## src/rtl/sensor_node_join_uplink_controller_assert.svh

```systemverilog
// Assertion macros used by the join and uplink controller RTL.
`ifndef SENSOR_NODE_JOIN_UPLINK_CONTROLLER_ASSERT_SVH
`define SENSOR_NODE_JOIN_UPLINK_CONTROLLER_ASSERT_SVH

// Same-cycle implication, disabled while reset is held.
`define SNJUC_ASSERT_NOW(lbl, clk, rst_n, ante, cons) \
    lbl: assert property (@(posedge clk) disable iff (!rst_n) (ante) |-> (cons)) \
        else $error("snjuc assertion failed");

// Next-cycle implication, disabled while reset is held.
`define SNJUC_ASSERT_NEXT(lbl, clk, rst_n, ante, cons) \
    lbl: assert property (@(posedge clk) disable iff (!rst_n) (ante) |=> (cons)) \
        else $error("snjuc assertion failed");

`endif

```

## src/rtl/snjuc_pkg.sv

```systemverilog
// Types, codes and helpers for the join and uplink controller.
package snjuc_pkg;

    localparam int unsigned ADDR_W   = 32;
    localparam int unsigned CHAN_W   = 8;
    localparam int unsigned IDENT_W  = 8;
    localparam int unsigned CNT_W    = 16;

    localparam logic [CNT_W-1:0]  RELOAD_RESET  = 16'd300;
    localparam logic [ADDR_W-1:0] ADDR_BCAST    = {ADDR_W{1'b1}};

    // event codes
    localparam logic [1:0] CMD_INIT    = 2'd0;
    localparam logic [1:0] CMD_TICK    = 2'd1;
    localparam logic [1:0] CMD_TX_DONE = 2'd2;
    localparam logic [1:0] CMD_RX_PKT  = 2'd3;

    // received packet types
    localparam logic [2:0] PKT_DATA_REQ  = 3'd0;
    localparam logic [2:0] PKT_DATA_COMP = 3'd1;
    localparam logic [2:0] PKT_JOIN_RESP = 3'd2;
    localparam logic [2:0] PKT_WAKEUP    = 3'd3;

    // radio actions
    localparam logic [2:0] ACT_NONE        = 3'd0;
    localparam logic [2:0] ACT_JOIN_REQ    = 3'd1;
    localparam logic [2:0] ACT_JOIN_COMP   = 3'd2;
    localparam logic [2:0] ACT_UPLINK      = 3'd3;
    localparam logic [2:0] ACT_REINIT      = 3'd4;
    localparam logic [2:0] ACT_SET_CHANNEL = 3'd5;
    localparam logic [2:0] ACT_WAKE        = 3'd6;

    // reported node state codes
    localparam logic [2:0] ST_CODE_JOIN_START = 3'd0;
    localparam logic [2:0] ST_CODE_JOIN_COMP  = 3'd1;
    localparam logic [2:0] ST_CODE_UPLINK     = 3'd2;
    localparam logic [2:0] ST_CODE_SENDING    = 3'd3;
    localparam logic [2:0] ST_CODE_COUNTDOWN  = 3'd4;
    localparam logic [2:0] ST_CODE_IDLE       = 3'd5;

    typedef enum logic [5:0] {
        S_JOIN_START = 6'b000001,
        S_JOIN_COMP  = 6'b000010,
        S_UPLINK     = 6'b000100,
        S_SENDING    = 6'b001000,
        S_COUNTDOWN  = 6'b010000,
        S_IDLE       = 6'b100000
    } t_node_state;

    typedef struct packed {
        logic [1:0]         cmd;
        logic [ADDR_W-1:0]  src_addr;
        logic [IDENT_W-1:0] pkt_identifier;
        logic [2:0]         pkt_kind;
        logic               rx_bcast;
        logic [CHAN_W-1:0]  channel_in;
        logic               channel_present;
    } t_in_req;

    typedef struct packed {
        logic [2:0]         action;
        logic [ADDR_W-1:0]  dest_addr;
        logic [IDENT_W-1:0] send_identifier;
        logic [CHAN_W-1:0]  channel_out;
        logic [2:0]         node_state_out;
    } t_out_req;

    // node context carried between requests
    typedef struct packed {
        t_node_state        node_state;
        logic [CNT_W-1:0]   countdown;
        logic [CHAN_W-1:0]  joined_channel;
        logic [ADDR_W-1:0]  gateway_addr;
        logic [IDENT_W-1:0] gateway_ident;
    } t_ctx;

    function automatic logic [2:0] state_code(input t_node_state st);
        logic [2:0] code;
        case (st)
            S_JOIN_START: code = ST_CODE_JOIN_START;
            S_JOIN_COMP:  code = ST_CODE_JOIN_COMP;
            S_UPLINK:     code = ST_CODE_UPLINK;
            S_SENDING:    code = ST_CODE_SENDING;
            S_COUNTDOWN:  code = ST_CODE_COUNTDOWN;
            S_IDLE:       code = ST_CODE_IDLE;
            default:      code = ST_CODE_JOIN_START;
        endcase
        return code;
    endfunction

endpackage

```

## src/rtl/snjuc_core.sv

```systemverilog
// Next-context and result logic for one request of the join and uplink controller.
module snjuc_core (
    input  snjuc_pkg::t_ctx                  i_ctx,
    input  snjuc_pkg::t_in_req               i_req,
    input  logic [snjuc_pkg::CNT_W-1:0]      i_reload,
    output snjuc_pkg::t_ctx                  o_ctx,
    output snjuc_pkg::t_out_req              o_res
);

    snjuc_pkg::t_ctx            n_ctx;
    logic [2:0]                 act;
    logic [snjuc_pkg::IDENT_W-1:0] ident;
    logic [snjuc_pkg::CNT_W-1:0]   cnt_dec;

    assign cnt_dec = i_ctx.countdown - {{(snjuc_pkg::CNT_W-1){1'b0}}, 1'b1};

    always_comb begin
        n_ctx = i_ctx;
        act   = snjuc_pkg::ACT_NONE;
        ident = '0;
        case (i_req.cmd)
            snjuc_pkg::CMD_INIT: begin
                n_ctx.countdown     = '0;
                n_ctx.gateway_addr  = '0;
                n_ctx.gateway_ident = '0;
                if (i_req.channel_present) begin
                    n_ctx.joined_channel = i_req.channel_in;
                    n_ctx.node_state     = snjuc_pkg::S_IDLE;
                    act                  = snjuc_pkg::ACT_SET_CHANNEL;
                end else begin
                    n_ctx.joined_channel = '0;
                    n_ctx.node_state     = snjuc_pkg::S_JOIN_START;
                end
            end
            snjuc_pkg::CMD_TICK: begin
                case (i_ctx.node_state)
                    snjuc_pkg::S_JOIN_START: begin
                        act              = snjuc_pkg::ACT_JOIN_REQ;
                        n_ctx.node_state = snjuc_pkg::S_SENDING;
                    end
                    snjuc_pkg::S_JOIN_COMP: begin
                        act              = snjuc_pkg::ACT_JOIN_COMP;
                        n_ctx.node_state = snjuc_pkg::S_SENDING;
                    end
                    snjuc_pkg::S_UPLINK: begin
                        act              = snjuc_pkg::ACT_UPLINK;
                        ident            = i_ctx.gateway_ident;
                        n_ctx.node_state = snjuc_pkg::S_SENDING;
                    end
                    snjuc_pkg::S_COUNTDOWN: begin
                        n_ctx.countdown = cnt_dec;
                        // expiry: rejoin if the joined channel is zero, else start over idle
                        if (cnt_dec == '0) begin
                            act              = snjuc_pkg::ACT_REINIT;
                            n_ctx.node_state = (i_ctx.joined_channel == '0) ?
                                snjuc_pkg::S_JOIN_START : snjuc_pkg::S_IDLE;
                        end
                    end
                    snjuc_pkg::S_IDLE: begin
                        n_ctx.node_state = snjuc_pkg::S_COUNTDOWN;
                        n_ctx.countdown  = i_reload;
                    end
                    default: begin
                        // sending: hold
                    end
                endcase
            end
            snjuc_pkg::CMD_TX_DONE: begin
                n_ctx.node_state = snjuc_pkg::S_IDLE;
            end
            default: begin
                // drop broadcast packets
                if (!i_req.rx_bcast) begin
                    case (i_req.pkt_kind)
                        snjuc_pkg::PKT_DATA_REQ: begin
                            n_ctx.countdown     = i_reload;
                            n_ctx.gateway_addr  = i_req.src_addr;
                            n_ctx.gateway_ident = i_req.pkt_identifier;
                            n_ctx.node_state    = snjuc_pkg::S_UPLINK;
                        end
                        snjuc_pkg::PKT_DATA_COMP: begin
                            n_ctx.countdown  = i_reload;
                            n_ctx.node_state = snjuc_pkg::S_IDLE;
                        end
                        snjuc_pkg::PKT_JOIN_RESP: begin
                            n_ctx.countdown      = i_reload;
                            n_ctx.gateway_addr   = i_req.src_addr;
                            n_ctx.gateway_ident  = i_req.pkt_identifier;
                            n_ctx.joined_channel = i_req.channel_in;
                            n_ctx.node_state     = snjuc_pkg::S_JOIN_COMP;
                            act                  = snjuc_pkg::ACT_SET_CHANNEL;
                        end
                        snjuc_pkg::PKT_WAKEUP: begin
                            n_ctx.countdown  = i_reload;
                            n_ctx.node_state = snjuc_pkg::S_IDLE;
                            act              = snjuc_pkg::ACT_WAKE;
                        end
                        default: begin
                            // other packet types: drop
                        end
                    endcase
                end
            end
        endcase
    end

    assign o_ctx                  = n_ctx;
    assign o_res.action           = act;
    assign o_res.dest_addr        = (act == snjuc_pkg::ACT_JOIN_REQ) ?
                                    snjuc_pkg::ADDR_BCAST : n_ctx.gateway_addr;
    assign o_res.send_identifier  = ident;
    assign o_res.channel_out      = n_ctx.joined_channel;
    assign o_res.node_state_out   = snjuc_pkg::state_code(n_ctx.node_state);

endmodule

```

## src/rtl/sensor_node_join_uplink_controller.sv

```systemverilog
// Path: input register, a single context-update pass, then the result register.
// Throughput: one request per cycle while the result register is not stalled.
// A stall holds the result register and context; the input register keeps accepting until full.
// Reset (synchronous, active low): join start, countdown/channel/gateway cleared,
// countdown reload back to 300, both pipeline registers emptied.
module sensor_node_join_uplink_controller (
    input  logic                             i_clk,
    input  logic                             i_rst_n,
    input  logic                             i_in_valid,
    output logic                             o_in_ready,
    input  snjuc_pkg::t_in_req               i_in_req,
    output logic                             o_out_valid,
    input  logic                             i_out_ready,
    output snjuc_pkg::t_out_req              o_out_req,
    input  logic                             i_cfg_we,
    input  logic [snjuc_pkg::CNT_W-1:0]      i_cfg_wdata
);

    `include "sensor_node_join_uplink_controller_assert.svh"

    logic                            r_in_valid;
    snjuc_pkg::t_in_req              r_in;
    logic                            r_out_valid;
    snjuc_pkg::t_out_req             r_out;
    snjuc_pkg::t_ctx                 r_ctx;
    logic [snjuc_pkg::CNT_W-1:0]     r_reload;

    snjuc_pkg::t_ctx                 n_ctx;
    snjuc_pkg::t_out_req             n_out;
    logic                            adv;
    logic                            step;

    // advance the input register whenever the result register can take a new request
    assign adv        = !r_out_valid || i_out_ready;
    assign step       = r_in_valid && adv;
    assign o_in_ready = !r_in_valid || adv;

    snjuc_core u_core (
        .i_ctx    (r_ctx),
        .i_req    (r_in),
        .i_reload (r_reload),
        .o_ctx    (n_ctx),
        .o_res    (n_out)
    );

    always_ff @(posedge i_clk) begin
        if (!i_rst_n) begin
            r_in_valid  <= 1'b0;
            r_out_valid <= 1'b0;
            r_reload    <= snjuc_pkg::RELOAD_RESET;
            r_ctx       <= '{node_state:     snjuc_pkg::S_JOIN_START,
                             countdown:      '0,
                             joined_channel: '0,
                             gateway_addr:   '0,
                             gateway_ident:  '0};
        end else begin
            if (o_in_ready) begin
                r_in_valid <= i_in_valid;
            end
            if (adv) begin
                r_out_valid <= r_in_valid;
            end
            if (step) begin
                r_ctx <= n_ctx;
            end
            if (i_cfg_we) begin
                r_reload <= i_cfg_wdata;
            end
        end
    end

    always_ff @(posedge i_clk) begin
        if (o_in_ready && i_in_valid) begin
            r_in <= i_in_req;
        end
        if (step) begin
            r_out <= n_out;
        end
    end

    assign o_out_valid = r_out_valid;
    assign o_out_req   = r_out;

    `SNJUC_ASSERT_NOW(a_stall_means_full, i_clk, i_rst_n, !o_in_ready, r_in_valid && r_out_valid)
    `SNJUC_ASSERT_NEXT(a_step_gives_result, i_clk, i_rst_n, step, r_out_valid)
    `SNJUC_ASSERT_NOW(a_join_req_bcast, i_clk, i_rst_n,
        r_out_valid && (r_out.action == snjuc_pkg::ACT_JOIN_REQ),
        r_out.dest_addr == snjuc_pkg::ADDR_BCAST)
    `SNJUC_ASSERT_NOW(a_send_goes_sending, i_clk, i_rst_n,
        r_out_valid && (r_out.action == snjuc_pkg::ACT_JOIN_REQ ||
                        r_out.action == snjuc_pkg::ACT_JOIN_COMP ||
                        r_out.action == snjuc_pkg::ACT_UPLINK),
        r_out.node_state_out == snjuc_pkg::ST_CODE_SENDING)

endmodule

```

## config.mk

```make
export PLATFORM = sky130hd
export DESIGN_NAME = sensor_node_join_uplink_controller
export DESIGN_NICKNAME = d
export VERILOG_FILES = /design/src/rtl/snjuc_pkg.sv /design/src/rtl/snjuc_core.sv /design/src/rtl/sensor_node_join_uplink_controller.sv
export VERILOG_INCLUDE_DIRS = /design/src /design/src/rtl
export SDC_FILE = /design/constraint.sdc
export NUM_CORES = 1
export LEC_CHECK = 0
export ABC_CLOCK_PERIOD_IN_PS = 3600
export BUFFER_PORTS_ARGS = -buffer_cell sky130_fd_sc_hd__buf_2
export CAP_MARGIN = 20
export CORE_ASPECT_RATIO = 1.5
export CORE_MARGIN = 2
export CORE_UTILIZATION = 58
export DETAILED_ROUTE_END_ITERATION = 10
export PLACE_DENSITY_LB_ADDON = 0.2
export SLEW_MARGIN = 20
export SYNTH_ARGS = -nofsm -noshare
export SYNTH_HDL_FRONTEND = slang
export SYNTH_HIERARCHICAL = 1
export SYNTH_SLANG_ARGS = --single-unit
```

## constraint.sdc

```tcl
create_clock -name i_clk -period 3.6 [get_ports i_clk]
set_input_delay 0.54 -clock i_clk [delete_from_list [all_inputs] [get_ports i_clk]]
set_output_delay 0.54 -clock i_clk [all_outputs]
set_load 0.005 [all_outputs]
```

== Yosys cells after proc, flatten, opt, wreduce, memory -nomap -nowiden ==
Cells that the tools add are included.
Storage, ports and cells
  flip-flop bits (word level): 197
  bits of input ports: 76
  output and inout port bits: 56
  logic and storage cells: 81
Cells by class
  add/sub/neg operators: 1
  eq/ne operators: 19
  multiplexer cells: 20
  bitwise operators: 2
  reductions and logical operators: 19
Operators by type and width (count)
  $pmux 48 s2: 1
  $mux 70: 1
  $pmux 22 s3: 1
  $pmux 16 s3: 1
  $mux 40: 1
  $pmux 6 s3: 2
  $pmux 16 s2: 1
  $mux 6: 3
  $logic_not 16->1: 1
  $mux 8: 2
  $sub 16x1->16 const B: 1
  $pmux 3 s5: 1
  $eq 6x2->1 const B: 2
  $eq 6x3->1 const B: 2
  $eq 6x5->1 const B: 2
  $eq 6x6->1 const B: 2
  $pmux 3 s4: 1
  $mux 3: 3
  $pmux 3 s3: 1
  $logic_not 8->1: 1
  $eq 3x1->1 const B: 2
  $eq 3x2->1 const B: 2
  $eq 6x1->1 const B: 1
  $eq 6x4->1 const B: 1
  other kinds (19): 25

== Logic depth before layout (Yosys ltp) ==
  depth in word-level cells: 7
  depth in mapped cells: 12
  depth with buffers taken out: 11

== Cells and area by module ==
The synthesis kept the hierarchy.
By module, submodules not included
  sensor_node_join_uplink_controller: instances 1, cells an instance 474, area an instance 6824.0 um2, seq. area each 5034.8 um2
  snjuc_core: instances 1, cells an instance 379, area an instance 2502.4 um2, seq. area each 0.0 um2

== Least setup slack after synthesis ==
Ideal clock, no wire load.
  kind: reg-to-reg
  from: reg r_ctx[48] in the netlist's numbering
  to: reg r_out, in the netlist o_out_req[20] (data pin)
  setup time: 256 ps
  data arrival time: 2643 ps
  required time: 3344 ps
  slack: 700 ps
  cell stages (with the launch flop): 12
  path buffers: 2
  clock period less this slack: 2900 ps
  path through: dfxtp_1 > buf_2 > inv_1 > ha_1 > or4b_4 > or2_1 > o21ai_0 > nand3_1 > o31a_1 > nand3_2 > buf_6 > nand2b_1
On the way
  word-level cells in the longest chain between the ends: 6
RTL lines
  from (decl): line sensor_node_join_uplink_controller.sv:25  | snjuc_pkg::t_ctx r_ctx;
  from (signal assigned): line sensor_node_join_uplink_controller.sv:51  | r_ctx <= '{node_state: snjuc_pkg::S_JOIN_START,
  from (signal assigned): line sensor_node_join_uplink_controller.sv:64  | r_ctx <= n_ctx;
  $sub 16x1->16: line snjuc_core.sv:15  | assign cnt_dec = i_ctx.countdown - {{(snjuc_pkg::CNT_W-1){1'b0}}, 1'b1};
  $logic_not 16->1: line snjuc_core.sv:53  | if (cnt_dec == '0) begin
  $mux 3: line snjuc_core.sv:53
  $pmux 3 s4: line snjuc_core.sv:36  | case (i_ctx.node_state)
  $pmux 3 s3: line snjuc_core.sv:21  | case (i_req.cmd)
  $eq 3x1->1: line snjuc_core.sv:109  | assign o_res.dest_addr = (act == snjuc_pkg::ACT_JOIN_REQ) ?
  to (signal assigned): line sensor_node_join_uplink_controller.sv:77  | r_out <= n_out;
  to (decl): line sensor_node_join_uplink_controller.sv:24  | snjuc_pkg::t_out_req r_out;
No other way between the ends.
A chain may end at the register's enable or synchronous reset.

== Worst setup path after layout ==
  from: reg r_ctx[49] in the netlist's numbering
  to: reg r_out, in the netlist o_out_req[35] (data pin)
Same word-level chain as after synthesis.

==> impl_metrics.json <==
{
  "grt_pass1_wl_microns": 32000,
  "period_needed_ps": 3230,
  "path_clk_slew_ps": 70,
  "grt_antenna_before_repair": 4,
  "area_delta_synth_final_pct": 13.2,
  "cts_buffers": 17,
  "cts_tree": "built",
  "io_buffers": 131,
  "path_max_fanout": 32,
  "crit_required_ps": 3790,
  "drc": 0,
  "setup_tns_ps": 0,
  "synthFlopType": "edfxtp_1",
  "hold_viol": 0,
  "wirelength_microns": 19800,
  "min-delay-start": "i_in_req[15]",
  "synth_edf_count": 109,
  "via_per_inst": 5.78,
  "grt_overflow_total": 0,
  "multiInputGateArea_sq_mm": 0.00381,
  "wire_per_inst_microns": 17.0,
  "dieArea_sq_mm": 0.0171,
  "yosysSeqAreaShare": 0.540,
  "fmax_mhz": 310,
  "maxSlewViolCount": 0,
  "core_area_sq_mm": 0.0157,
  "synthCells": 853,
  "io_pins": 132,
  "vdd_drop_max_mv": 0.332,
  "postRouteAntennaNets": 0,
  "drive_gt1_frac": 0.209,
  "maxSlewHeadroom": 0.397,
  "rsz0062_at_grt": "no",
  "synthArstFlopShare": 0,
  "synth_nets": 935,
  "setup_ws_ps": 370,
  "die_w_microns": 108,
  "dp_worst_setup_slack_ps": 392,
  "routabilityCongestion": 0.941,
  "finalCritPeriodShare": 0.897,
  "hold_path.class": "input port to flip-flop",
  "ys_seq_elements": 197,
  "nFillCells": 1268,
  "skew_ps": 8.42,
  "tightest_slew_ps": 902,
  "synth_cell_types": 71,
  "hold_buffers": 0,
  "syn_area_sq_mm": 0.00933,
  "drtIter0Drc": 409,
  "rows": 56,
  "grt_pass1_vias": 6661,
  "start_kind": "flip-flop",
  "end_kind": "flip-flop",
  "start_util": 0.594,
  "mostFrequentLayoutCells": "180 x nand2_1, 130 x buf_2, 109 x edfxtp_1",
  "dr_total_vias": 6755,
  "criticalPathCategory": "flip-flop to flip-flop",
  "clkSinkCount": 197,
  "status": "completed",
  "drt_first_pass_iters": 6,
  "clkLatencyLatePin_ps": 430,
  "h-tree-depth": 4,
  "mostFrequentLayoutCell": "nand2_1",
  "arrival_ps": 3420,
  "yosysWarnings": 6,
  "nNetsFinal": 1032,
  "grt_use_met2": 0.417,
  "seqCellArea_sq_mm": 0.00503,
  "startpoint": "r_ctx[49]$_SDFFE_PN0P_",
  "dpl.hpwl_microns": 13300,
  "cts_resized": 0,
  "post_cts_buffers": 0,
  "p_per_area_mw_per_mm2": 463,
  "gr-usage-met1": 0.263,
  "grt_start_max_net_pins": 95,
  "synth_area_per_cell_sq_um": 10.9,
  "cts_root_buffer": "clkbuf_16",
  "clock_path_buffers": 2,
  "setup_viol": 0,
  "die_h_microns": 159,
  "grt.met3_usage": 0.0581,
  "busiest_layer": "met2",
  "maxCapViolations": 0,
  "p_leak_nw": 4.03,
  "r2r-start": "r_ctx[49]$_SDFFE_PN0P_",
  "track_usage": 0.236
}
==> cell families (layout without fill, tap and decap cells) <==
family                   Yosys count  count (layout)  synth area share
adder cells (fa/ha/maj)            6               6           0.00805
XOR/XNOR                           5               5           0.00470
buffers and inverters             75             185            0.0533
multiplexers                      92              92            0.0993
AO/OA/AOI/OAI                    149             149             0.122
AND/OR/NAND/NOR                  329             329             0.173
other                              0               3                 0
flip-flops                       197             197             0.540
==> path summary, 6_finish.rpt <==
path	end	slack, ps	cells past startpoint
worst max register to register	o_out_req[35]$_DFFE_PP_	370	10
worst min-delay path	r_in[15]$_DFFE_PP_	280	1
worst max-delay path	o_out_req[35]$_DFFE_PP_	370	10
worst min register to register	r_ctx[12]$_SDFFE_PN0P_	460	2
==> registers in the layout, indices dropped and copies added, names as in the netlist <==
register     cells
o_out_req       54
r_in            55
r_ctx           70
o_out_valid      1
r_in_valid       1
r_reload        16
==> Yosys cell counts, drive strengths merged, types with 7 or more instances <==
master	count	area, sq um
a21oi	13	68.8
a221oi	11	96.3
a22o	41	359
a22oi	7	52.6
a31oi	11	68.8
and2	12	75.1
buf	44	380
clkbuf	21	78.8
dfxtp	88	1760
edfxtp	109	3270
inv	10	37.5
mux2i	91	911
nand2	180	676
nand2b	35	219
nor2	33	140
nor2b	15	101
nor3	10	50.1
nor4	8	65.1
o21ai	22	110
o22ai	8	50.1
or4	8	67.6
==> layer usage <==
metal | vias to the layer above | wire [microns]
met5 | - | 13
met4 | 2 | 544
met3 | 37 | 1110
met2 | 212 | 10600
met1 | 3214 | 7610
li1 | 3290 | -
==> critical path: stages (launching register included) <==
cell	delay, ps
dfxtp_1	420
inv_1	140
ha_1	300
or4b_4	540
or2_1	290
o21ai_0	230
nand3_1	260
o31a_1	400
nand3_2	110
buf_12	200
nand2b_1	80
==> where the power goes <==
part	internal, W	switching (W)	leakage (nW)
registers	0.00248	0.0000471	1.78
clock network	0.00106	0.000894	0.303
logic	0.000167	0.000249	1.95
total	0.00370	0.00119	4.03
==> cell type report <==
| type | count | area share |
|---|---|---|
| diodes | 3 | 0.000711 |
| clock buffers | 17 | 0.0403 |
| clock inverters | 15 | 0.0181 |
| inverters | 10 | 0.00355 |
| multi-input cells | 581 | 0.361 |
| flip-flops and latches | 197 | 0.477 |
| well taps | 203 | 0.0241 |
| repair buffers | 143 | 0.0756 |
==> metrics by stage <==
step           utilization  area [sq um]  total power (W)  cells  hold WS (ps)
2_1_floorplan            -          9330          0.00286    853           431
6_report             0.673         10600          0.00489   1169           277
3_5_place_dp         0.633          9940          0.00299   1134           452
3_3_place_gp         0.633          9940          0.00298   1134           443
5_1_grt              0.673         10600          0.00506   1169           258
4_1_cts              0.672         10600          0.00493   1166           262
Power figures use the tool's default switching activity.
